===== src/rtl/pkw_pkg.sv =====
// Package for the packet keyword matcher.
// Holds command, result and status codes, the default keyword and the
// structs passed between the top level and the keyword cells.
`default_nettype none
package pkw_pkg;

  typedef enum logic [1:0] {
    CMD_PACKET  = 2'd0,
    CMD_KEYWORD = 2'd1,
    CMD_CLEAR   = 2'd2,
    CMD_RESTORE = 2'd3
  } cmd_e;

  typedef enum logic [1:0] {
    XFER_CONTROL   = 2'd0,
    XFER_ISOCH     = 2'd1,
    XFER_BULK      = 2'd2,
    XFER_INTERRUPT = 2'd3
  } xfer_e;

  typedef enum logic [1:0] {
    KIND_VERDICT = 2'd0,
    KIND_ADD     = 2'd1,
    KIND_TABLE   = 2'd2
  } kind_e;

  typedef enum logic [2:0] {
    ST_OK        = 3'd0,
    ST_EMPTY     = 3'd1,
    ST_TOO_LONG  = 3'd2,
    ST_FULL      = 3'd3,
    ST_DUPLICATE = 3'd4
  } status_e;

  // Default keyword "OPEN", first character in the top byte.
  localparam logic [31:0] DEFAULT_KEYWORD = 32'h4F50454E;
  localparam int unsigned DEFAULT_LEN     = 4;

  typedef struct packed {
    logic match_en;
    logic write_en;
    logic clear_hits;
    logic load_default;
  } cell_ctrl_t;

  typedef struct packed {
    logic       found;
    logic [3:0] index;
    logic       dup;
  } hit_chain_t;

endpackage
`default_nettype wire


===== src/rtl/pkw_cell.sv =====
// One keyword cell: holds one right-aligned keyword, its length and hit flag.
// Passes the first-hit and duplicate chain on to its neighbor. Uses pkw_pkg.
`default_nettype none
module pkw_cell #(
  parameter int unsigned TABLE_ENTRIES = 16,
  parameter int unsigned LENGTH_LIMIT  = 32,
  parameter int unsigned CELL_INDEX    = 0
) (
  input  wire logic                                          clk_i,
  input  wire logic                                          rst_ni,
  input  wire pkw_pkg::cell_ctrl_t                           ctrl_i,
  input  wire logic [$clog2(TABLE_ENTRIES+1)-1:0]            total_i,
  input  wire logic [LENGTH_LIMIT-2:0][7:0]                  window_i,
  input  wire logic [$clog2(LENGTH_LIMIT)-1:0]               fill_i,
  input  wire logic [LENGTH_LIMIT-2:0][7:0]                  stage_i,
  input  wire logic [$clog2(LENGTH_LIMIT)-1:0]               stage_len_i,
  input  wire pkw_pkg::hit_chain_t                           chain_i,
  output pkw_pkg::hit_chain_t                                chain_o
);

  localparam int unsigned WIN = LENGTH_LIMIT - 1;
  localparam int unsigned LW  = $clog2(LENGTH_LIMIT);
  localparam int unsigned TW  = $clog2(TABLE_ENTRIES + 1);

  logic [WIN-1:0][7:0] kw_q, kw_d, kw_default;
  logic [LW-1:0]       len_q, len_d, len_default;
  logic                hit_q, hit_d;
  logic                active, selected, win_eq, stage_eq, hit_now, dup_now, hit_any;

  always_comb begin
    kw_default = '0;
    for (int i = 0; i < 4; i++) begin
      kw_default[WIN-4+i] = pkw_pkg::DEFAULT_KEYWORD[8*(3-i) +: 8];
    end
    len_default = (CELL_INDEX == 0) ? LW'(pkw_pkg::DEFAULT_LEN) : '0;
  end

  assign active   = total_i > TW'(CELL_INDEX);
  assign selected = total_i == TW'(CELL_INDEX);

  // Only the last len_q positions of the window take part in the compare.
  always_comb begin
    win_eq   = 1'b1;
    stage_eq = 1'b1;
    for (int j = 0; j < WIN; j++) begin
      if ((j + int'(len_q)) >= WIN) begin
        if (window_i[j] != kw_q[j]) win_eq = 1'b0;
        if (stage_i[j] != kw_q[j]) stage_eq = 1'b0;
      end
    end
  end

  assign hit_now = ctrl_i.match_en && active && (len_q != '0) && (len_q <= fill_i) && win_eq;
  assign dup_now = active && (len_q == stage_len_i) && stage_eq;
  assign hit_any = active && (hit_q || hit_now);

  always_comb begin
    chain_o.found = chain_i.found || hit_any;
    chain_o.index = chain_i.found ? chain_i.index : 4'(CELL_INDEX);
    chain_o.dup   = chain_i.dup || dup_now;
  end

  always_comb begin
    kw_d  = kw_q;
    len_d = len_q;
    hit_d = hit_q || hit_now;
    if (ctrl_i.clear_hits) begin
      hit_d = 1'b0;
    end
    if (ctrl_i.load_default && (CELL_INDEX == 0)) begin
      kw_d  = kw_default;
      len_d = len_default;
    end
    if (ctrl_i.write_en && selected) begin
      kw_d  = stage_i;
      len_d = stage_len_i;
      hit_d = 1'b0;
    end
  end

  always_ff @(posedge clk_i or negedge rst_ni) begin
    if (!rst_ni) begin
      kw_q  <= kw_default;
      len_q <= len_default;
      hit_q <= 1'b0;
    end else begin
      kw_q  <= kw_d;
      len_q <= len_d;
      hit_q <= hit_d;
    end
  end

endmodule
`default_nettype wire


===== config.mk =====
export PLATFORM = sky130hd
export DESIGN_NAME = pkw_cell
export DESIGN_NICKNAME = d
export VERILOG_FILES = /design/src/rtl/pkw_pkg.sv /design/src/rtl/pkw_cell.sv
export SDC_FILE = /design/constraint.sdc
export NUM_CORES = 1
export LEC_CHECK = 0
export ABC_AREA = 1
export BUFFER_PORTS_ARGS = -buffer_cell sky130_fd_sc_hd__buf_4
export CORE_AREA = 2 2 204 206
export DETAILED_ROUTE_END_ITERATION = 10
export DIE_AREA = 0 0 206 208
export PLACE_DENSITY = 0.7
export SLEW_MARGIN = 10
export SYNTH_ARGS = -nofsm -noshare
export SYNTH_HDL_FRONTEND = slang
export SYNTH_SLANG_ARGS = --single-unit

===== constraint.sdc =====
create_clock -name clk_i -period 2.1 [get_ports clk_i]
set_clock_uncertainty 0.15 [all_clocks]
set_input_delay 0.105 -clock clk_i [delete_from_list [all_inputs] [get_ports clk_i]]
set_output_delay 0.105 -clock clk_i [all_outputs]
set_load 0.1 [all_outputs]

==> results.txt <==
- Via density: 5.09
* Leakage Power: 13.6 nW
- Placed instance count: 3477
- Remaining number of nets flagged by the antenna check after routing: 0
- By startpoint and endpoint, the worst setup path is classified as reg -> out.
* Proportion of synthesized flip-flops having asynchronous set or reset: 1.00
- The first global-routing pass estimated 106000 um of wire.
- The synthesized design contains 0 enable-type register cells.
* Post-detailed-routing wire length: 69100 um
- The final reports fail on setup timing.
* Die width: 206 um
- Via Count: 19300
- The largest individual stage delay along the critical path comes from the cell sky130_fd_sc_hd__dfstp_2.
- Stage delay of the slowest cell on the critical path: 600 ps
- In the global route stage, overall resource usage came out at 0.315.
- After synthesis the cells add up to 17200 um2.
- After legalization and detailed placement, the total HPWL measured 50400 um.
- Clock-pin slew was measured on the worst setup and hold paths at 60 ps.
- Worst-skew pair later-pin latency: 580 ps
* Area growth from synthesis to layout: 59.7%
- IR analysis of the VDD net gives a maximum drop of 0.586 mV.
- For this configuration, the core starts out at a cell density of 0.423.
* Most used routing layer in global routing: met2
* Yosys warning count: 0
- Clock tree from TritonCTS: done
- Power, Total: 13.2 mW
* Leftover overflow at the end of global routing: 0
- Counting along the longest clock path gives a buffer depth of 3.
* Final weighted congestion in routability-driven placement: 0.948
* Count of nets after finishing: 3778
* Antenna violations before repair: 6
- The share of the Yosys chip area taken by registers is 0.372.
- Leaving out fill and tap cells, the most frequent cell in the layout is sky130_fd_sc_hd__buf_4.
* Family with the most delay on the worst path: simple AND/OR/NAND/NOR gates
- The endpoint identified for the worst register-to-register timing path is hit_q$_DFF_PN0_.
- Of the cells placed in the final design, the portion with a size suffix greater than 1 is 0.280.
- In this run the vertical extent of the chip is 208 um.
- Filler cells: 3314
* Most used cells in the layout excluding fill and tap cells: sky130_fd_sc_hd__buf_4 (774), sky130_fd_sc_hd__nand2_1 (550), sky130_fd_sc_hd__inv_1 (318)
- Mapped Avg Cell Area: 7.71 um2
* Least setup slack across all paths after layout: -1220 ps
- In this run the tightest slew margin relative to its limit is 0.394.
- Number of different library cells in the post-synthesis netlist: 40
- Reg-to-reg slack, setup: -390 ps
- Pin placement for this block handled 529 I/O pins.
* Count of max-cap constraint violations: 0
- Subtracting the final worst setup slack from the clock period gives 3320 ps.
- The worst setup path is captured at an output port.
* Endpoint of the worst hold path: kw_q[198]$_DFFE_PN0P_
- Via count of the first global-routing pass: 20400
- In the global route stage, met3 resource usage came out at 0.0708.
* Clk sink count: 254
- The critical path contains buffers and inverters numbering 3 combined.
* Main synth FF type: sky130_fd_sc_hd__dfrtp_1
* Required time worst endpoint: 1850 ps
- Setup violations remaining at the end of the flow were counted as 3.
- Core footprint: 40600 um2
* Critical Path Fanout Max: 6
- Once layout is complete, the cells apart from fillers number 3799.
- The tightest min-delay check is of the in -> reg type.
- In this run the most critical hold path is launched from ctrl_i[0].
- Counting stages on the worst path, the most repeated cell is sky130_fd_sc_hd__nand2_2.
* Final core area utilization: 0.676
- Measured slew at the worst slew-check pin: 909 ps
- Worst endpoint data arrival time: 3060 ps
* Count of standard-cell rows: 74
* Unrepaired setup endpoints after global routing: yes
* Power density cells: 482 nW/um2
* Pin count of the biggest net entering global routing: 142
- Final worst hold slack: 8.71 ps
- Root buf cell: sky130_fd_sc_hd__clkbuf_16
* FF-to-FF Start: len_q[2]$_DFFE_PN1P_
* TritonCTS buffer count: 31
- Max Clk Rate: 302 MHz
- The run finished, with violations left.
- The die covers 42800 um2.
* #FFs+latches synth: 254
- In this run the number of H-tree levels came out at 1.
- In this run, the number of DRC markers left after iteration 0 of detailed routing was 1038.
* Iteration count of the initial detailed-routing pass: 5
* Max Transition Viols Final: 0
* Detailed-route wire length per cell: 18.2 um
* DRC viols: 0
* Number of standard cells after synthesis: 2225
* Count of port buffers added during placement: 528
- Period Utilization, post-route: 1.58
- For the worst flop-to-flop path, the logic depth is 13.
* Setup total negative slack: -2790 ps
* Net Count, Synth: 2763
* Met1 track utilization from global routing: 0.368
- Type of element launching the critical path: flop
- The hold violation count in the final report was 0.
- Cell depth of the worst hold path: 5
* GRT met2 Usage: 0.544
- Cells traversed along the worst timing path: clkinvlp_4 > ha_4 > buf_4 > nand3_2 > o21bai_1 > nand2_1 > nand2_2 > nor2_1 > nand2_1 > nor2_2 > nand2_2 > nand2_2 > nand2_4 > nand2_8 > buf_12
[cell type report]
class,instances,area [um2],share of cell area
Sequential cell,254,6370,0.233
Clock inverter,9,97.6,0.00356
Antenna cell,6,15.0,0.000548
Tap cell,532,666,0.0243
Timing Repair Buffer,1046,8690,0.317
Clock buffer,45,918,0.0335
Inverter,326,1240,0.0451
Multi-Input combinational cell,1581,9410,0.343
[stage by stage]
step	setup WS [ps]	cell area (um2)
floorplan	-181	17200
global placement	-686	23600
detailed placement	-762	23600
CTS	-1170	27300
global route	-1370	27400
finish	-1220	27400
[synthesized netlist by cell type (30+ instances only)]
cell / instances / area (um2)
sky130_fd_sc_hd__a22o_1: 98 / 858
sky130_fd_sc_hd__xor2_1: 165 / 1450
sky130_fd_sc_hd__o22ai_1: 126 / 788
sky130_fd_sc_hd__buf_2: 30 / 150
sky130_fd_sc_hd__dfrtp_1: 239 / 5980
sky130_fd_sc_hd__nand3_1: 34 / 170
sky130_fd_sc_hd__nand2_1: 566 / 2120
sky130_fd_sc_hd__nor2_1: 155 / 582
sky130_fd_sc_hd__a21oi_1: 60 / 300
sky130_fd_sc_hd__nand4_1: 74 / 463
sky130_fd_sc_hd__inv_1: 321 / 1200
sky130_fd_sc_hd__xnor2_1: 190 / 1660
[tightest hold or removal path: cells and delay by family]
kind | cells | cell delay, ps
AND/OR/NAND/NOR | 1 | 60
buffers and inverters | 3 | 420
AO/OA/AOI/OAI | 1 | 80
[sequential cells by signal, summed over array words and instances (netlist names)]
register and count:
kw_q 248, len_q 5, hit_q 1
[power by group]
group / total, mW / switching, mW / internal, mW
clock: 5.47 / 2.23 / 3.24
combinational: 2.72 / 1.17 / 1.55
sequential: 5.03 / 0.0648 / 4.96
total: 13.2 / 3.47 / 9.75
[cell families after synthesis]
| group | Yosys count | share of synthesized area |
|---|---|---|
| adders and majority gates | 15 | 0.0109 |
| xor gates and xnor gates | 355 | 0.181 |
| DFF | 254 | 0.372 |
| AOI/OAI and AO/OA | 337 | 0.133 |
| buffers and inverters | 390 | 0.0917 |
| and+or+nand+nor | 874 | 0.211 |
[worst max-delay path by stage]
stage                       endpoint  slack, ps  cells after the start                 start
final                     chain_o[5]      -1220                     15  len_q[2]$_DFFE_PN1P_
after floorplan           chain_o[5]       -180                     18  len_q[1]$_DFFE_PN0P_
after CTS                 chain_o[5]      -1170                     17  len_q[2]$_DFFE_PN1P_
after global routing      chain_o[5]      -1370                     15  len_q[2]$_DFFE_PN1P_
after detailed placement  chain_o[0]       -760                     15  len_q[1]$_DFFE_PN0P_
after global placement    chain_o[0]       -690                     16  len_q[2]$_DFFE_PN1P_
[timing repair]
item                                    CTS  global route
resized for setup                        27            12
buffers inserted                          3             3
pin swaps                                 3            13
hold endpoints to repair                500             0
endpoints found under the setup margin    3             3
hold buffers                            256             0
[metal layers]
layer	vias up	wire length, um
li1	9199	-
met1	9190	26900
met2	740	33300
met3	191	5350
met4	0	3520
met5	-	0
No activity file was read; power rests on OpenSTA's default activity.
